$ cat src/rtl/dcs_pkg.sv
package dcs_pkg;

   localparam int MAX_NODES   = 16;
   localparam int MAX_GRAPHS  = 4;
   localparam int SLOTS       = MAX_NODES * (MAX_NODES - 1) / 2;
   localparam int IDX_W       = $clog2(MAX_NODES);
   localparam int NODE_W      = $clog2(MAX_NODES + 1);
   localparam int SLOT_W      = $clog2(SLOTS);
   localparam int CNT_W       = $clog2(SLOTS + 1);
   localparam int GCNT_W      = $clog2(MAX_GRAPHS + 1);
   localparam int ID_W        = 32;
   localparam int MASK_W      = 16;

   typedef enum logic [1:0] {
      STATUS_OK   = 2'd0,
      STATUS_FULL = 2'd1,
      STATUS_SELF = 2'd2
   } status_type;

   typedef struct packed {
      logic             rd;
      logic             we;
      logic [IDX_W-1:0] addr;
      logic [ID_W-1:0]  wdata;
   } id_req_type;

   typedef struct packed {
      logic                  rd;
      logic                  we;
      logic [SLOT_W-1:0]     addr;
      logic [MAX_GRAPHS-1:0] wdata;
   } edge_req_type;

   // slot of an unordered pair: hi*(hi-1)/2 + lo
   function automatic logic [SLOT_W-1:0] pair_slot(input logic [IDX_W-1:0] a,
                                                    input logic [IDX_W-1:0] b);
      logic [IDX_W-1:0]   hi;
      logic [IDX_W-1:0]   lo;
      logic [2*IDX_W-1:0] prod;
      hi   = (a > b) ? a : b;
      lo   = (a > b) ? b : a;
      prod = (2*IDX_W)'(hi) * (2*IDX_W)'(hi - IDX_W'(1));
      return SLOT_W'(prod >> 1) + SLOT_W'(lo);
   endfunction

endpackage

$ cat src/rtl/densest_common_subgraph_search_core.sv
// Add-edge transaction: each id table entry is read (S_LOOK) and compared (S_CMPID), a new
//   id is appended in S_LOOK, then S_EDGE_RD and S_EDGE_WR read-modify-write the edge store.
// Search transaction: per nonzero mask, a one-read-per-cycle sweep of every edge store slot,
//   then S_DRAIN, S_MIN and S_CMP; a zero mask is skipped. One transaction at a time.
// Synchronous active-high reset clears node count and edge store valid bits, sets
//   graphs_in_use to 1; the id table holds no reset value.
module densest_common_subgraph_search_core (
   input  logic        clock,
   input  logic        reset,
   input  logic        req_valid,
   output logic        req_ready,
   input  logic        req_action,
   input  logic [31:0] req_from_id,
   input  logic [31:0] req_to_id,
   input  logic [1:0]  req_graph_index,
   input  logic [15:0] req_first_mask,
   input  logic [15:0] req_last_mask,
   output logic        rsp_valid,
   input  logic        rsp_ready,
   output logic [1:0]  rsp_status,
   output logic [15:0] rsp_best_mask,
   output logic [6:0]  rsp_best_edges,
   output logic [4:0]  rsp_best_nodes,
   input  logic        csr_valid,
   output logic        csr_ready,
   input  logic [2:0]  csr_wdata
);

   localparam int IW = dcs_pkg::IDX_W;
   localparam int NW = dcs_pkg::NODE_W;
   localparam int SW = dcs_pkg::SLOT_W;
   localparam int CW = dcs_pkg::CNT_W;
   localparam int GW = dcs_pkg::GCNT_W;
   localparam int MG = dcs_pkg::MAX_GRAPHS;
   localparam int PW = CW + NW;

   typedef enum logic [3:0] {
      S_IDLE, S_LOOK, S_CMPID, S_EDGE_RD, S_EDGE_WR,
      S_MASK, S_SWEEP, S_DRAIN, S_MIN, S_CMP, S_DONE
   } state_type;

   state_type                state_ff;
   logic [NW-1:0]            i_ff;
   logic                     which_ff;
   logic [IW-1:0]            a_ff, b_ff;
   logic [31:0]              from_ff, to_ff;
   logic [1:0]               graph_ff;
   logic [15:0]              m_ff, last_ff;
   dcs_pkg::status_type      status_ff;
   logic [15:0]              bmask_ff;
   logic [CW-1:0]            bedges_ff;
   logic [NW-1:0]            bnodes_ff;
   logic [NW-1:0]            nodes_ff;
   logic [GW-1:0]            graphs_ff;
   logic [SW-1:0]            slot_ff;
   logic [IW-1:0]            hi_ff, lo_ff;
   logic                     pend_ff;
   logic                     pend_in;
   logic [CW-1:0]            cnt_ff [MG];
   logic [CW-1:0]            e_ff;
   logic [NW-1:0]            n_ff;
   logic                     rsp_valid_ff;
   logic [1:0]               rsp_status_ff;
   logic [15:0]              rsp_mask_ff;
   logic [6:0]               rsp_edges_ff;
   logic [4:0]               rsp_nodes_ff;

   dcs_pkg::id_req_type      id_req;
   dcs_pkg::edge_req_type    edge_req;
   logic [31:0]              id_rdata;
   logic [MG-1:0]            edge_rdata;
   logic [GW-1:0]            ng;
   logic [CW-1:0]            emin;
   logic [31:0]              key;
   logic                     better;
   logic [PW-1:0]            lhs, rhs;

   dcs_id_ram u_id_ram (
      .clock (clock),
      .req   (id_req),
      .rdata (id_rdata)
   );

   dcs_edge_ram u_edge_ram (
      .clock (clock),
      .reset (reset),
      .req   (edge_req),
      .rdata (edge_rdata)
   );

   assign key = which_ff ? to_ff : from_ff;

   // count the pair being read this cycle when both ends are in the mask
   assign pend_in = (state_ff == S_SWEEP) && (NW'(hi_ff) < nodes_ff) &&
                    m_ff[hi_ff] && m_ff[lo_ff];

   always_comb begin
      id_req = '0;
      if (state_ff == S_LOOK) begin
         if (i_ff == nodes_ff) begin
            id_req.we    = (int'(nodes_ff) < dcs_pkg::MAX_NODES);
            id_req.addr  = nodes_ff[IW-1:0];
            id_req.wdata = key;
         end else begin
            id_req.rd   = 1'b1;
            id_req.addr = i_ff[IW-1:0];
         end
      end
   end

   always_comb begin
      edge_req = '0;
      case (state_ff)
         S_EDGE_RD: begin
            edge_req.rd   = 1'b1;
            edge_req.addr = dcs_pkg::pair_slot(a_ff, b_ff);
         end
         S_EDGE_WR: begin
            edge_req.we    = 1'b1;
            edge_req.addr  = dcs_pkg::pair_slot(a_ff, b_ff);
            edge_req.wdata = edge_rdata | (MG'(1) << graph_ff);
         end
         S_SWEEP: begin
            edge_req.rd   = 1'b1;
            edge_req.addr = slot_ff;
         end
         default: ;
      endcase
   end

   always_comb begin
      if (graphs_ff == '0) begin
         ng = GW'(1);
      end else if (int'(graphs_ff) > MG) begin
         ng = GW'(MG);
      end else begin
         ng = graphs_ff;
      end
      emin = cnt_ff[0];
      for (int g = 1; g < MG; g++) begin
         if (g < int'(ng) && cnt_ff[g] < emin) begin
            emin = cnt_ff[g];
         end
      end
      lhs    = PW'(e_ff) * PW'(bnodes_ff);
      rhs    = PW'(bedges_ff) * PW'(n_ff);
      better = (bnodes_ff == '0) ? (e_ff != '0) : (lhs > rhs);
   end

   always_ff @(posedge clock) begin
      if (reset) begin
         state_ff     <= S_IDLE;
         nodes_ff     <= '0;
         graphs_ff    <= GW'(1);
         rsp_valid_ff <= 1'b0;
         pend_ff      <= 1'b0;
      end else begin
         if (csr_valid) begin
            graphs_ff <= csr_wdata;
         end
         // drop the result once taken, unless a new one loads this cycle
         if (rsp_valid_ff && rsp_ready && state_ff != S_DONE) begin
            rsp_valid_ff <= 1'b0;
         end
         // accumulate the edge word read in the previous cycle
         if (pend_ff) begin
            for (int g = 0; g < MG; g++) begin
               cnt_ff[g] <= cnt_ff[g] + CW'(edge_rdata[g]);
            end
         end
         pend_ff <= pend_in;

         case (state_ff)
            S_IDLE: begin
               if (req_valid) begin
                  from_ff   <= req_from_id;
                  to_ff     <= req_to_id;
                  graph_ff  <= req_graph_index;
                  m_ff      <= req_first_mask;
                  last_ff   <= req_last_mask;
                  status_ff <= dcs_pkg::STATUS_OK;
                  bmask_ff  <= '0;
                  bedges_ff <= '0;
                  bnodes_ff <= '0;
                  i_ff      <= '0;
                  which_ff  <= 1'b0;
                  if (req_action) begin
                     state_ff <= (req_first_mask > req_last_mask) ? S_DONE : S_MASK;
                  end else if (int'(req_graph_index) >= MG) begin
                     state_ff <= S_DONE;
                  end else if (req_from_id == req_to_id) begin
                     status_ff <= dcs_pkg::STATUS_SELF;
                     state_ff  <= S_DONE;
                  end else begin
                     state_ff <= S_LOOK;
                  end
               end
            end
            S_LOOK: begin
               if (i_ff == nodes_ff) begin
                  if (int'(nodes_ff) >= dcs_pkg::MAX_NODES) begin
                     status_ff <= dcs_pkg::STATUS_FULL;
                     state_ff  <= S_DONE;
                  end else begin
                     // append the id
                     nodes_ff <= nodes_ff + NW'(1);
                     if (which_ff) begin
                        b_ff     <= nodes_ff[IW-1:0];
                        state_ff <= S_EDGE_RD;
                     end else begin
                        a_ff     <= nodes_ff[IW-1:0];
                        which_ff <= 1'b1;
                        i_ff     <= '0;
                     end
                  end
               end else begin
                  state_ff <= S_CMPID;
               end
            end
            S_CMPID: begin
               if (id_rdata == key) begin
                  if (which_ff) begin
                     b_ff     <= i_ff[IW-1:0];
                     state_ff <= S_EDGE_RD;
                  end else begin
                     a_ff     <= i_ff[IW-1:0];
                     which_ff <= 1'b1;
                     i_ff     <= '0;
                     state_ff <= S_LOOK;
                  end
               end else begin
                  i_ff     <= i_ff + NW'(1);
                  state_ff <= S_LOOK;
               end
            end
            S_EDGE_RD: state_ff <= S_EDGE_WR;
            S_EDGE_WR: state_ff <= S_DONE;
            S_MASK: begin
               if (m_ff == '0) begin
                  if (m_ff == last_ff) begin
                     state_ff <= S_DONE;
                  end else begin
                     m_ff <= m_ff + 16'd1;
                  end
               end else begin
                  for (int g = 0; g < MG; g++) begin
                     cnt_ff[g] <= '0;
                  end
                  slot_ff  <= '0;
                  hi_ff    <= IW'(1);
                  lo_ff    <= '0;
                  state_ff <= S_SWEEP;
               end
            end
            S_SWEEP: begin
               if (int'(slot_ff) == dcs_pkg::SLOTS - 1) begin
                  state_ff <= S_DRAIN;
               end else begin
                  slot_ff <= slot_ff + SW'(1);
                  if (lo_ff == hi_ff - IW'(1)) begin
                     hi_ff <= hi_ff + IW'(1);
                     lo_ff <= '0;
                  end else begin
                     lo_ff <= lo_ff + IW'(1);
                  end
               end
            end
            S_DRAIN: state_ff <= S_MIN;
            S_MIN: begin
               e_ff     <= emin;
               n_ff     <= NW'($countones(m_ff));
               state_ff <= S_CMP;
            end
            S_CMP: begin
               if (better) begin
                  bmask_ff  <= m_ff;
                  bedges_ff <= e_ff;
                  bnodes_ff <= n_ff;
               end
               if (m_ff == last_ff) begin
                  state_ff <= S_DONE;
               end else begin
                  m_ff     <= m_ff + 16'd1;
                  state_ff <= S_MASK;
               end
            end
            S_DONE: begin
               if (!rsp_valid_ff || rsp_ready) begin
                  rsp_valid_ff  <= 1'b1;
                  rsp_status_ff <= status_ff;
                  rsp_mask_ff   <= bmask_ff;
                  rsp_edges_ff  <= 7'(bedges_ff);
                  rsp_nodes_ff  <= 5'(bnodes_ff);
                  state_ff      <= S_IDLE;
               end
            end
            default: state_ff <= S_IDLE;
         endcase
      end
   end

   assign req_ready      = (state_ff == S_IDLE);
   assign csr_ready      = 1'b1;
   assign rsp_valid      = rsp_valid_ff;
   assign rsp_status     = rsp_status_ff;
   assign rsp_best_mask  = rsp_mask_ff;
   assign rsp_best_edges = rsp_edges_ff;
   assign rsp_best_nodes = rsp_nodes_ff;

   a_nodes_bound: assert property (@(posedge clock) disable iff (reset)
      int'(nodes_ff) <= dcs_pkg::MAX_NODES)
      else $error("node count beyond table depth");

   a_self_edge: assert property (@(posedge clock) disable iff (reset)
      (req_valid && req_ready && !req_action && req_from_id == req_to_id)
      |=> (state_ff == S_DONE && status_ff == dcs_pkg::STATUS_SELF))
      else $error("self edge not flagged");

   a_best_nodes: assert property (@(posedge clock) disable iff (reset)
      rsp_valid_ff |-> (rsp_edges_ff == '0 || rsp_nodes_ff != '0))
      else $error("best edges without nodes");

endmodule

$ cat src/rtl/dcs_id_ram.sv
module dcs_id_ram (
   input  logic                    clock,
   input  dcs_pkg::id_req_type     req,
   output logic [dcs_pkg::ID_W-1:0] rdata
);

   logic [dcs_pkg::ID_W-1:0] mem [dcs_pkg::MAX_NODES];
   logic [dcs_pkg::ID_W-1:0] rdata_ff;

   always_ff @(posedge clock) begin
      if (req.we) begin
         mem[req.addr] <= req.wdata;
      end
      if (req.rd) begin
         rdata_ff <= mem[req.addr];
      end
   end

   assign rdata = rdata_ff;

endmodule

$ cat src/rtl/dcs_edge_ram.sv
module dcs_edge_ram (
   input  logic                          clock,
   input  logic                          reset,
   input  dcs_pkg::edge_req_type         req,
   output logic [dcs_pkg::MAX_GRAPHS-1:0] rdata
);

   logic [dcs_pkg::MAX_GRAPHS-1:0] mem [dcs_pkg::SLOTS];
   logic [dcs_pkg::SLOTS-1:0]      valid_ff;
   logic [dcs_pkg::MAX_GRAPHS-1:0] rdata_ff;
   logic                           rvalid_ff;

   always_ff @(posedge clock) begin
      if (req.we) begin
         mem[req.addr] <= req.wdata;
      end
      if (req.rd) begin
         rdata_ff <= mem[req.addr];
      end
   end

   // entries never written read as zero
   always_ff @(posedge clock) begin
      if (reset) begin
         valid_ff  <= '0;
         rvalid_ff <= 1'b0;
      end else begin
         if (req.we) begin
            valid_ff[req.addr] <= 1'b1;
         end
         if (req.rd) begin
            rvalid_ff <= valid_ff[req.addr];
         end
      end
   end

   assign rdata = rvalid_ff ? rdata_ff : '0;

   a_addr_range: assert property (@(posedge clock) disable iff (reset)
      (req.rd || req.we) |-> (int'(req.addr) < dcs_pkg::SLOTS))
      else $error("edge store address out of range");

   a_no_rw_same: assert property (@(posedge clock) disable iff (reset)
      !(req.rd && req.we))
      else $error("edge store read and write in one cycle");

   a_write_sets_valid: assert property (@(posedge clock) disable iff (reset)
      req.we |=> valid_ff[$past(req.addr)])
      else $error("edge write did not mark entry valid");

endmodule
$ cat config.mk
export PLATFORM = sky130hd
export DESIGN_NAME = densest_common_subgraph_search_core
export DESIGN_NICKNAME = d
export VERILOG_FILES = /design/src/rtl/dcs_pkg.sv /design/src/rtl/densest_common_subgraph_search_core.sv /design/src/rtl/dcs_id_ram.sv /design/src/rtl/dcs_edge_ram.sv
export SDC_FILE = /design/constraint.sdc
export NUM_CORES = 2
export LEC_CHECK = 0
export ABC_AREA = 0
export BUFFER_PORTS_ARGS = -buffer_cell sky130_fd_sc_hd__buf_2
export CORE_MARGIN = 2
export CORE_UTILIZATION = 45
export DETAILED_ROUTE_END_ITERATION = 8
export GPL_ROUTABILITY_DRIVEN = 0
export GPL_TIMING_DRIVEN = 0
export HOLD_SLACK_MARGIN = 0.1
export SLEW_MARGIN = 15
export SYNTH_ARGS = -nofsm -noshare
export SYNTH_HDL_FRONTEND = slang
export SYNTH_SLANG_ARGS = --single-unit
export TNS_END_PERCENT = 5
$ cat constraint.sdc
create_clock -name clock -period 16.4 [get_ports clock]
set_input_delay 4.92 -clock clock [delete_from_list [all_inputs] [get_ports clock]]
set_output_delay 4.92 -clock clock [all_outputs]
set_load 0.1 [all_outputs]
==> flow_summary.json <==
{
  "outcome": "finished clean",
  "start_util": 0.454,
  "finalSetupViolations": 0,
  "cts_buffers": 147,
  "min_period_ns": 10.30,
  "drt_wl_total_um": 177000,
  "ys_top_cells_by_area": "edfxtp_1 (62%), mux4_2 (5.2%), dfxtp_1 (5.2%)",
  "drcViolationCount": 0,
  "clk-insertion-delay-late_ns": 0.82,
  "worst_ep_required_time_ns": 16.84,
  "vias": 38300,
  "slew-limit-headroom": 0.127,
  "grt_pass1_vias": 37200,
  "clock_skew_ns": 0.0461,
  "synth_nets": 4466,
  "dr.pass1.iters": 6,
  "synth_area_sq_mm": 0.0599,
  "cts_tree": "built",
  "n_antenna_cell": 0,
  "ys.flop_type": "edfxtp_1",
  "fin_util": 0.522,
  "hold_viol": 0,
  "rows": 133,
  "seqCellArea_sq_mm": 0.0402,
  "port_buffers": 138,
  "grt_use_total": 0.260,
  "critPathSlowestCell": "nor4_1",
  "synth_edf_count": 1234,
  "cpPeakStageDelay_ns": 0.72,
  "seq_area_frac_synth": 0.671,
  "critPathLaunchType": "register",
  "avgRoutedWirePerCell_um": 27.6,
  "htreeDepth": 4,
  "fillers": 11100,
  "fp.dieH_um": 369,
  "dieArea_sq_mm": 0.136,
  "ant_nets": 0,
  "viasPerCell": 5.96,
  "finalMaxSlewViolations": 0,
  "yosysTopAreaCellShare": 0.619,
  "crit_fanout": 10,
  "fin_crit_sh": 0.628,
  "peakVddDrop_mv": 0.144,
  "yosys_register_bits": 1390,
  "core_sq_mm": 0.132,
  "cts_hold_buf": 0,
  "cap_violations": 0,
  "hold_path.class": "register to register",
  "grt_overflow": 0,
  "async_reset_ff_frac": 0,
  "grt_max_degree": 63,
  "netlist_instances": 4172,
  "syn_area_per_cell_sq_um": 14.3,
  "die_x_um": 369,
  "cp.arrival_ns": 10.75,
  "dp_hpwl_um": 122000,
  "grt_pass1_wl_um": 257000,
  "ys_types": 93,
  "cts.clk_slew.worst_paths_ns": 0.06,
  "initialDrtViolationCount": 5320,
  "ys_warn_count": 0,
  "powerDensity_mw_per_mm2": 162,
  "worstSetupEndpointType": "register",
  "synth.most_common_cell": "edfxtp_1",
  "leakage_uw": 0.0232,
  "fmax_mhz": 97.1,
  "worst_slack_ns": 6.10,
  "critical_path_class": "register to register",
  "finalSetupTns_ns": 0,
  "clock_sinks": 1390,
  "yosysTopAreaCell": "edfxtp_1",
  "ios": 140,
  "clk_path_buf_depth": 3,
  "nets": 4846,
  "clock-root-buffer": "clkbuf_16",
  "drive_gt1_frac": 0.164,
  "cts_resized": 0,
  "grt_antenna_before_repair": 5,
  "dp_slack_ns": 6.27,
  "rsz0062_at_grt": "no",
  "ys_top_cells_by_count": "edfxtp_1 (1234), nor2_1 (468), nand2_1 (383), a21oi_1 (195), dfxtp_1 (156)",
  "worst_slew_pin_slew_ns": 1.30,
  "multi_input_area_sq_mm": 0.0184,
  "area_growth_pct": 15.0,
  "cts_setup_buffers": 0
}
cell type report:
cell class,count,share of cell area
plain buffers,208,0.0141
clock buffers,195,0.0584
clock inverters,71,0.0120
inverters,144,0.00785
multi-input cells,2430,0.267
flip-flops and latches,1390,0.584
well taps,1755,0.0319
repair buffers,231,0.0251
cells in the final DEF (no fill, tap or decap), types with 18 or more instances in the layout:
cell type and instances:
nand4_1 30, buf_6 35, clkinv_1 22, buf_4 64, inv_1 144, a221oi_1 49, a21oi_1 193, nor3_2 19
dfxtp_1 156, clkinv_2 21, and3_1 52, nor4_1 30, nor3_1 18, edfxtp_1 1234, and2_1 69, mux2i_1 76
nand2_1 383, a22oi_1 52, clkbuf_16 150, nand3_1 59, xor2_1 56, xnor2_1 107, a222oi_1 27, a31oi_1 57
mux2_2 27, clkbuf_1 137, a22o_1 27, fa_1 48, nor2_1 464, ha_1 139, buf_2 203, o21ai_0 63
mux4_2 139
power breakdown:
group	total, uW	switching [uW]	internal, uW	leakage (uW)
logic	3660	2460	1210	0.00880
registers	4150	84.5	4060	0.0120
clock network	3350	1420	1930	0.00235
state kept, by name, summed over array words and instances, names as in the netlist, 16 cells and up:
name	count
bmask_ff	16
cnt_ff	28
last_ff	16
from_ff	32
m_ff	16
rsp_best_mask	16
to_ff	32
u_edge_ram.mem	480
u_id_ram.mem	512
u_id_ram.rdata	32
u_edge_ram.valid_ff	120
cells by family after synthesis:
group	after synthesis	synth area share
mux	242	0.0701
flops	1390	0.671
compound gates	632	0.0742
other cells	1	0.0000627
xor+xnor	163	0.0239
fa+ha+maj	187	0.0451
buf+inv	352	0.0252
simple gates	1205	0.0902
critical path, delay by kind of cell, from the launching register on:
kind / cells / cell delay (ns)
AO/OA/AOI/OAI: 8 / 2.26
AND/OR/NAND/NOR: 5 / 1.81
adder cells (fa/ha/maj): 7 / 2.61
flip-flops: 1 / 0.44
XOR/XNOR: 1 / 0.28
buffers and inverters: 7 / 1.57
multiplexers: 2 / 0.98
path summary, 6_finish.rpt:
kind / start / slack [ns] / end / cells after the start
worst max-delay path: b_ff[2] / 6.10 / u_edge_ram.rdata_ff[2] / 30
worst min-delay path: bmask_ff[9] / 0.42 / rsp_best_mask[9] / 0
worst max register to register: b_ff[2] / 6.10 / u_edge_ram.rdata_ff[2] / 30
worst min register to register: bmask_ff[9] / 0.42 / rsp_best_mask[9] / 0
metrics by stage:
stage	hold WS, ns	power (uW)	instances	area [sq um]
floorplan	0.400	6440	4172	59900
global placement	0.403	7720	6065	62700
detailed placement	0.405	7790	6158	64000
CTS	0.420	11100	6424	68800
global route	0.425	11600	6424	68800
finish	0.416	11200	6424	68800
routing by layer:
layer,track usage,share of wire
met2,0.398,0.45
met4,0.0941,0.038
met5,0,0.000062
met1,0.364,0.41
met3,0.0626,0.10
(Power assumes the default switching activity.)
